--- config.mk ---
export PLATFORM = sky130hd
export DESIGN_NAME = positional_list_buffer
export DESIGN_NICKNAME = d
export VERILOG_FILES = /design/src/rtl/plb_pkg.sv /design/src/rtl/plb_mem.sv /design/src/rtl/positional_list_buffer.sv
export SDC_FILE = /design/constraint.sdc
export NUM_CORES = 1
export LEC_CHECK = 0
export ABC_AREA = 1
export BUFFER_PORTS_ARGS = -buffer_cell sky130_fd_sc_hd__clkbuf_2
export CAP_MARGIN = 20
export CORE_ASPECT_RATIO = 0.7
export CORE_MARGIN = 2
export CORE_UTILIZATION = 35
export CTS_CLUSTER_SIZE = 12
export DETAILED_ROUTE_END_ITERATION = 10
export SLEW_MARGIN = 20
export SYNTH_ARGS = -nofsm -noshare
export SYNTH_HDL_FRONTEND = slang
export SYNTH_HIERARCHICAL = 1
export SYNTH_SLANG_ARGS = --single-unit
--- constraint.sdc ---
create_clock -name clock -period 4.8 [get_ports clock]
set_clock_uncertainty 0.15 [all_clocks]
set_input_delay 0.72 -clock clock [delete_from_list [all_inputs] [get_ports clock]]
set_output_delay 0.72 -clock clock [all_outputs]
set_load 0.01 [all_outputs]
--- src/rtl/plb_pkg.sv ---
// shared constants for the positional list buffer: field widths, default depth, mode and status codes
// no dependencies
`default_nettype none

package plb_pkg;

   // field widths
   localparam int MODE_W = 3;
   localparam int POS_W  = 7;
   localparam int VAL_W  = 7;
   localparam int STAT_W = 2;

   // default list depth
   localparam int DEPTH_DEF = 64;

   // request modes
   localparam logic [MODE_W-1:0] MODE_INSERT = 3'd0;
   localparam logic [MODE_W-1:0] MODE_DELETE = 3'd1;
   localparam logic [MODE_W-1:0] MODE_FIND   = 3'd2;
   localparam logic [MODE_W-1:0] MODE_READ   = 3'd3;
   localparam logic [MODE_W-1:0] MODE_CLEAR  = 3'd4;

   // response status codes
   localparam logic [STAT_W-1:0] STAT_OK      = 2'd0;
   localparam logic [STAT_W-1:0] STAT_BAD_POS = 2'd1;
   localparam logic [STAT_W-1:0] STAT_FULL    = 2'd2;
   localparam logic [STAT_W-1:0] STAT_NONE    = 2'd3;

endpackage

`default_nettype wire

--- src/rtl/plb_mem.sv ---
// element store of the positional list buffer: one write port, one read port,
// registered read data; uses plb_pkg for the value width
`default_nettype none

module plb_mem #(
   parameter int DEPTH = plb_pkg::DEPTH_DEF,
   parameter int AW    = $clog2(DEPTH)
) (
   input  wire                       clock,
   input  wire                       wr_en,
   input  wire  [AW-1:0]             wr_addr,
   input  wire  [plb_pkg::VAL_W-1:0] wr_data,
   input  wire  [AW-1:0]             rd_addr,
   output logic [plb_pkg::VAL_W-1:0] rd_data
);

   logic [plb_pkg::VAL_W-1:0] mem [DEPTH];

   // write port
   always_ff @(posedge clock) begin
      if (wr_en) begin
         mem[wr_addr] <= wr_data;
      end
   end

   // read port, registered read data
   always_ff @(posedge clock) begin
      rd_data <= mem[rd_addr];
   end

endmodule

`default_nettype wire

--- src/rtl/positional_list_buffer.sv ---
// top level of the positional list buffer: command decode, shift and scan sequencer
// around the element store; uses plb_pkg and plb_mem
`default_nettype none

// Ordered list of up to DEPTH 7-bit values. A command is taken when start is high
// and busy is low; busy stays high until the command's last result has been put out.
// Results appear for one cycle each with rsp_strobe and cannot be held off.
// All list traffic goes through one store with one read and one write port, so
// moved or scanned elements pass through it one at a time. An insert shifts the
// entries from the tail down to the position, then writes the new value. A delete
// pulls the entries behind the run forward. Find scans from the head and stops at
// the first match. Read out puts out one beat per cycle. Clear, a zero-length
// delete, a find or read out on an empty list and a rejected command answer with
// busy staying low.
// The store needs no clearing pass after reset: only entries below the count are read.
module positional_list_buffer #(
   parameter int DEPTH = plb_pkg::DEPTH_DEF
) (
   input  wire                        clock,
   input  wire                        reset,
   input  wire                        start,
   output logic                       busy,
   input  wire  [plb_pkg::MODE_W-1:0] req_mode,
   input  wire  [plb_pkg::POS_W-1:0]  req_position,
   input  wire  [plb_pkg::POS_W-1:0]  req_run_length,
   input  wire  [plb_pkg::VAL_W-1:0]  req_item_value,
   output logic                       rsp_strobe,
   output logic [plb_pkg::STAT_W-1:0] rsp_status,
   output logic [plb_pkg::POS_W-1:0]  rsp_found_position,
   output logic [plb_pkg::VAL_W-1:0]  rsp_read_value,
   output logic [plb_pkg::POS_W-1:0]  rsp_element_count,
   output logic                       rsp_last
);

   localparam int AW    = $clog2(DEPTH);
   localparam int PW    = plb_pkg::POS_W;
   localparam int SW    = PW + 1;

   localparam logic [1:0] S_IDLE = 2'd0;
   localparam logic [1:0] S_RUN  = 2'd1;
   localparam logic [1:0] S_PUT  = 2'd2;

   logic [1:0]                 state_ff, state_in;
   logic [PW-1:0]              count_ff, count_in;
   logic [plb_pkg::MODE_W-1:0] op_ff, op_in;
   logic [plb_pkg::VAL_W-1:0]  val_ff, val_in;
   logic [PW-1:0]              run_ff, run_in;
   logic [AW-1:0]              put_addr_ff, put_addr_in;
   logic [AW-1:0]              rd_ptr_ff, rd_ptr_in;
   logic [PW-1:0]              left_ff, left_in;
   logic                       ret_vld_ff, ret_vld_in;
   logic [AW-1:0]              ret_idx_ff, ret_idx_in;

   logic                       strobe_ff, strobe_in;
   logic [plb_pkg::STAT_W-1:0] status_ff, status_in;
   logic [PW-1:0]              found_ff, found_in;
   logic [plb_pkg::VAL_W-1:0]  value_ff, value_in;
   logic                       last_ff, last_in;

   logic                       wr_en;
   logic [AW-1:0]              wr_addr;
   logic [plb_pkg::VAL_W-1:0]  wr_data;
   logic [plb_pkg::VAL_W-1:0]  rd_data;

   logic [SW-1:0] pos_w, run_w, cnt_w, del_end, ret_w;
   logic          ins_bad, is_full, del_bad, done_now;

   // reads and writes never hit the same entry in one cycle: an insert writes one
   // above the entry whose data it is moving while reading the one below that, a delete
   // writes at least one below the entry it is reading
   plb_mem #(
      .DEPTH (DEPTH),
      .AW    (AW)
   ) u_mem (
      .clock   (clock),
      .wr_en   (wr_en),
      .wr_addr (wr_addr),
      .wr_data (wr_data),
      .rd_addr (rd_ptr_ff),
      .rd_data (rd_data)
   );

   // range checks on the incoming command
   assign pos_w   = {1'b0, req_position};
   assign run_w   = {1'b0, req_run_length};
   assign cnt_w   = {1'b0, count_ff};
   assign del_end = pos_w - SW'(1) + run_w;
   assign ins_bad = (req_position == '0) || (pos_w > cnt_w + SW'(1));
   assign is_full = (cnt_w == SW'(DEPTH));
   assign del_bad = (req_position == '0) || (pos_w > cnt_w) || (del_end > cnt_w);
   assign ret_w   = {{(SW-AW){1'b0}}, ret_idx_ff};

   // sequencer
   always_comb begin
      state_in    = state_ff;
      count_in    = count_ff;
      op_in       = op_ff;
      val_in      = val_ff;
      run_in      = run_ff;
      put_addr_in = put_addr_ff;
      rd_ptr_in   = rd_ptr_ff;
      left_in     = left_ff;
      ret_vld_in  = 1'b0;
      ret_idx_in  = ret_idx_ff;
      strobe_in   = 1'b0;
      status_in   = plb_pkg::STAT_OK;
      found_in    = '0;
      value_in    = '0;
      last_in     = 1'b1;
      wr_en       = 1'b0;
      wr_addr     = put_addr_ff;
      wr_data     = val_ff;
      done_now    = 1'b0;

      unique case (state_ff)
         S_IDLE: begin
            if (start) begin
               op_in       = req_mode;
               val_in      = req_item_value;
               run_in      = req_run_length;
               put_addr_in = AW'(pos_w - SW'(1));
               unique case (req_mode) inside
                  plb_pkg::MODE_INSERT: begin
                     if (ins_bad) begin
                        strobe_in = 1'b1;
                        status_in = plb_pkg::STAT_BAD_POS;
                     end else if (is_full) begin
                        strobe_in = 1'b1;
                        status_in = plb_pkg::STAT_FULL;
                     end else begin
                        // shift entries from the tail down to the position
                        rd_ptr_in = AW'(cnt_w - SW'(1));
                        left_in   = PW'(cnt_w - pos_w + SW'(1));
                        state_in  = S_RUN;
                     end
                  end
                  plb_pkg::MODE_DELETE: begin
                     if (del_bad) begin
                        strobe_in = 1'b1;
                        status_in = plb_pkg::STAT_BAD_POS;
                     end else if (req_run_length == '0) begin
                        strobe_in = 1'b1;
                     end else begin
                        // pull the entries behind the run forward
                        rd_ptr_in = AW'(del_end);
                        left_in   = PW'(cnt_w - del_end);
                        state_in  = S_RUN;
                     end
                  end
                  plb_pkg::MODE_FIND, plb_pkg::MODE_READ: begin
                     if (count_ff == '0) begin
                        strobe_in = 1'b1;
                        status_in = plb_pkg::STAT_NONE;
                     end else begin
                        rd_ptr_in = '0;
                        left_in   = count_ff;
                        state_in  = S_RUN;
                     end
                  end
                  plb_pkg::MODE_CLEAR: begin
                     count_in  = '0;
                     strobe_in = 1'b1;
                  end
                  default: begin
                     strobe_in = 1'b1;
                     status_in = plb_pkg::STAT_BAD_POS;
                  end
               endcase
            end
         end

         S_RUN: begin
            // handle the entry read in the previous cycle
            if (ret_vld_ff) begin
               case (op_ff)
                  plb_pkg::MODE_INSERT: begin
                     wr_en   = 1'b1;
                     wr_addr = ret_idx_ff + AW'(1);
                     wr_data = rd_data;
                  end
                  plb_pkg::MODE_DELETE: begin
                     wr_en   = 1'b1;
                     wr_addr = AW'(ret_w - {1'b0, run_ff});
                     wr_data = rd_data;
                  end
                  plb_pkg::MODE_FIND: begin
                     if (rd_data == val_ff) begin
                        done_now  = 1'b1;
                        strobe_in = 1'b1;
                        found_in  = PW'(ret_w + SW'(1));
                        state_in  = S_IDLE;
                     end
                  end
                  plb_pkg::MODE_READ: begin
                     strobe_in = 1'b1;
                     value_in  = rd_data;
                     last_in   = (PW'(ret_w + SW'(1)) == count_ff);
                     if (last_in) begin
                        done_now = 1'b1;
                        state_in = S_IDLE;
                     end
                  end
                  default: begin
                     done_now = 1'b1;
                     state_in = S_IDLE;
                  end
               endcase
            end

            // issue the next read
            if (!done_now && left_ff != '0) begin
               ret_vld_in = 1'b1;
               ret_idx_in = rd_ptr_ff;
               left_in    = left_ff - PW'(1);
               rd_ptr_in  = (op_ff == plb_pkg::MODE_INSERT) ? rd_ptr_ff - AW'(1)
                                                            : rd_ptr_ff + AW'(1);
            end

            // all reads handled
            if (!done_now && left_ff == '0 && !ret_vld_ff) begin
               case (op_ff)
                  plb_pkg::MODE_INSERT: begin
                     state_in = S_PUT;
                  end
                  plb_pkg::MODE_DELETE: begin
                     count_in  = count_ff - run_ff;
                     strobe_in = 1'b1;
                     state_in  = S_IDLE;
                  end
                  plb_pkg::MODE_FIND: begin
                     strobe_in = 1'b1;
                     status_in = plb_pkg::STAT_NONE;
                     state_in  = S_IDLE;
                  end
                  default: begin
                     state_in = S_IDLE;
                  end
               endcase
            end
         end

         S_PUT: begin
            // new value into the opened slot
            wr_en     = 1'b1;
            wr_addr   = put_addr_ff;
            wr_data   = val_ff;
            count_in  = count_ff + PW'(1);
            strobe_in = 1'b1;
            state_in  = S_IDLE;
         end

         default: begin
            state_in = S_IDLE;
         end
      endcase
   end

   // control registers
   always_ff @(posedge clock) begin
      if (reset) begin
         state_ff   <= S_IDLE;
         count_ff   <= '0;
         left_ff    <= '0;
         ret_vld_ff <= 1'b0;
         strobe_ff  <= 1'b0;
      end else begin
         state_ff   <= state_in;
         count_ff   <= count_in;
         left_ff    <= left_in;
         ret_vld_ff <= ret_vld_in;
         strobe_ff  <= strobe_in;
      end
   end

   // command and result payload registers
   always_ff @(posedge clock) begin
      op_ff       <= op_in;
      val_ff      <= val_in;
      run_ff      <= run_in;
      put_addr_ff <= put_addr_in;
      rd_ptr_ff   <= rd_ptr_in;
      ret_idx_ff  <= ret_idx_in;
      status_ff   <= status_in;
      found_ff    <= found_in;
      value_ff    <= value_in;
      last_ff     <= last_in;
   end

   // outputs
   assign busy               = (state_ff != S_IDLE);
   assign rsp_strobe         = strobe_ff;
   assign rsp_status         = status_ff;
   assign rsp_found_position = found_ff;
   assign rsp_read_value     = value_ff;
   assign rsp_element_count  = count_ff;
   assign rsp_last           = last_ff;

endmodule

`default_nettype wire

==> flow_metrics.env <==
export IMPL_setup_violations=0
export IMPL_path_clk_slew_ns=0.06
export IMPL_holdPathEnd="val_ff[5]"
export IMPL_worst_ep_arrival_time_ns=4.41
export IMPL_max_freq_ghz=0.2345
export IMPL_r2r_start="op_ff[2]"
export IMPL_drv_cap=0
export IMPL_timing_critical_path_mode_cell="nand2_1"
export IMPL_grt_usage_pct=18.09
export IMPL_drive_gt1_share_pct=7.995
export IMPL_setup_worst_path_end_class="flop"
export IMPL_slowest_delay_ns=0.36
export IMPL_io_buffers=52
export IMPL_drc=0
export IMPL_final_cell_mix="nand2_1, edfxtp_1, nand3_1, nor2_1, inv_1"
export IMPL_rsz0062_at_grt="no"
export IMPL_ir_worst_vdd_mv=0.4681
export IMPL_antenna_found_initial=0
export IMPL_startpoint_type="input pin"
export IMPL_tritoncts="yes"
export IMPL_top_usage_layer="met1"
export IMPL_grtUsageMet1_pct=27.71
export IMPL_worstPathCellList="clkbuf_2 -> inv_1 -> ha_1 -> xor2_1 -> ha_1 -> a21oi_1 -> nand2_1 -> nand2_1 -> o211ai_1 -> xor2_1 -> inv_1 -> ha_1 -> nand2_1 -> inv_1 -> nand2_1 -> nand3_1 -> inv_1 -> nand2_1 -> nand2_1 -> nand4_1 -> o21ai_1 -> nand2_2 -> nand2_4 -> and2_2"
export IMPL_powerDensity_nw_per_um2=571.0
export IMPL_worst_pin_slew_ns=1.270
export IMPL_insertion_delay_ns=0.61
export IMPL_gp_congestion=0.9035
export IMPL_vias=17490
export IMPL_fin_nets=2530
export IMPL_cts_sinks=525
export IMPL_die_w_um=319.6
export IMPL_syn_nets=2490
export IMPL_grt_use_met2_pct=26.68
export IMPL_regToRegSetupSlack_ns=0.68
export IMPL_hold_viol_final=0
export IMPL_syn_to_final_growth_pct=11.36
export IMPL_grt_pass1_wl_um=100400
export IMPL_synth_seq_cells=525
export IMPL_use_met3_pct=2.588
export IMPL_dp_hpwl_um=43020
export IMPL_synth_edff_count=483
export IMPL_cp_slowest_cell="o21ai_1"
export IMPL_postSynthCellCount=2387
export IMPL_r2r_end="u_mem/mem[5][6]"
export IMPL_period_share_pct=88.85
export IMPL_row_count=80
export IMPL_synth_warnings=6
export IMPL_grt_max_degree=226
export IMPL_via_per_inst=5.196
export IMPL_cts_resized=0
export IMPL_synthTopCellsByArea="edfxtp_1, nand2_1, nand3_1"
export IMPL_multi_input_area_um2=7984
export IMPL_fin_ws_ns=0.5354
export IMPL_critPathKind="in2reg"
export IMPL_r2r_cells=16
export IMPL_first_pass_iters=6
export IMPL_p_leak_uw=0.01040
export IMPL_synthFlopType="edfxtp_1"
export IMPL_post_cts_buffers=0
export IMPL_num_fill_cells=6574
export IMPL_critical_path_top_delay_family="simple AND/OR/NAND/NOR gates"
export IMPL_cts_hold_buf=0
export IMPL_async_flop_share_pct=0
export IMPL_synthDistinctLibCells=56
export IMPL_cts_max_level=2
export IMPL_die_height_um=225.0
export IMPL_critPathBufInv=5
export IMPL_cts_buffers=53
export IMPL_finalSetupTns_ns=0
export IMPL_num_antenna_cells=0
export IMPL_initial_core_util_pct=35.60
export IMPL_grt_remaining_overflow=0
export IMPL_dp_slack_ns=0.009677
export IMPL_first_global_vias=16470
export IMPL_cts_path_max_buffers=3
export IMPL_layout_commonest_cell="nand2_1"
export IMPL_routed_wl_um=65500
export IMPL_slew_headroom_pct=15.31
export IMPL_slew_viol_final=0
export IMPL_avgRoutedWirePerCell_um=19.46
export IMPL_holdPathStages=1
export IMPL_ant_nets=0
export IMPL_yosysSeqAreaShare_pct=62.86
export IMPL_pin_count=53
export IMPL_outcome="finished clean"
export IMPL_register_area_um2=15340
export IMPL_worstPathMaxFanout=8
export IMPL_drt_iter0_drc=2149
export IMPL_core_um2=68570
export IMPL_synth_top_area_cell="edfxtp_1"
export IMPL_critPathRequiredTime_ns=4.94
export IMPL_die_area_um2=71900
export IMPL_hp_class="in2reg"
export IMPL_crit_path_start="req_position[0]"
export IMPL_synth_area_um2=24410
export IMPL_netlist_area_leader_share_pct=59.42
export IMPL_cts_root_buf="clkbuf_16"
export IMPL_synth_area_per_cell_um2=10.23
export IMPL_min_from="req_item_value[5]"
export IMPL_post_route_min_period_ns=4.265
-- kinds of logic (layout without fill, tap and decap cells) --
group,Yosys count,after routing,share of synthesized area [%]
fa+ha+maj,76,76,4.111
compound gates,126,126,2.947
xor+xnor,35,35,1.256
simple gates,1372,1372,24.03
flops,525,525,62.86
buf+inv,252,329,4.752
mux,1,1,0.04101
-- sequential cells by signal, summed over array words and instances, names as in the netlist, 7 cells and up --
register,flops
rsp_found_position,7
rsp_read_value,7
val_ff,7
u_mem/rd_data,7
left_ff,7
run_ff,7
rsp_element_count,7
u_mem/mem,448
-- cell usage after synthesis, types with 19 or more instances --
cell,instances
o21ai_0,46
inv_1,135
dfxtp_1,42
a21oi_1,48
nor3_1,27
ha_1,69
clkbuf_1,19
nand3_1,428
edfxtp_1,483
buf_2,44
nand2_1,741
nor2_1,138
buf_4,26
xor2_1,26
-- how the worst max path moves through the flow --
| stage | endpoint | slack, ns | cells past startpoint |
|---|---|---|---|
| after floorplan | u_mem/mem[0][0] | -0.12 | 8 |
| after global placement | rd_ptr_ff[5] | 0.17 | 24 |
| after detailed placement | rd_ptr_ff[4] | 0.01 | 24 |
| after CTS | rd_ptr_ff[1] | 0.62 | 24 |
| after global routing | rd_ptr_ff[3] | 0.27 | 24 |
| final | rd_ptr_ff[3] | 0.54 | 24 |
-- stage by stage --
stage	total power (uW)	instances	utilization, %	area, um2	hold slack [ns]
2_1_floorplan	9906	2387	-	24410	0.2865
3_3_place_gp	11690	3274	37.38	25630	0.3226
3_5_place_dp	11740	3274	37.38	25630	0.3351
4_1_cts	15540	3366	39.64	27180	0.1012
5_1_grt	16430	3366	39.64	27180	0.1206
6_report	15520	3366	39.64	27180	0.1324
-- where the power goes --
| group | leakage, uW | internal [uW] | switching (uW) |
|---|---|---|---|
| Clock | 0.000745 | 2090 | 1700 |
| Sequential | 0.00470 | 5480 | 288 |
| Combinational | 0.00495 | 1700 | 4270 |
-- final cells by class --
type / count / area share, %
Timing Repair Buffer: 92 / 2.292
Inverter: 145 / 2.025
Multi-Input combinational cell: 1610 / 29.37
Sequential cell: 525 / 56.45
Tap cell: 902 / 4.152
Clock inverter: 14 / 0.3682
Clock buffer: 78 / 5.339
-- layer usage --
metal | vias to the layer above | wire length, um
met5 | - | 0
met4 | 0 | 1294
met3 | 84 | 4915
met2 | 612 | 28220
met1 | 8549 | 31070
li1 | 8246 | -
No activity file was read; power rests on OpenSTA's default activity.
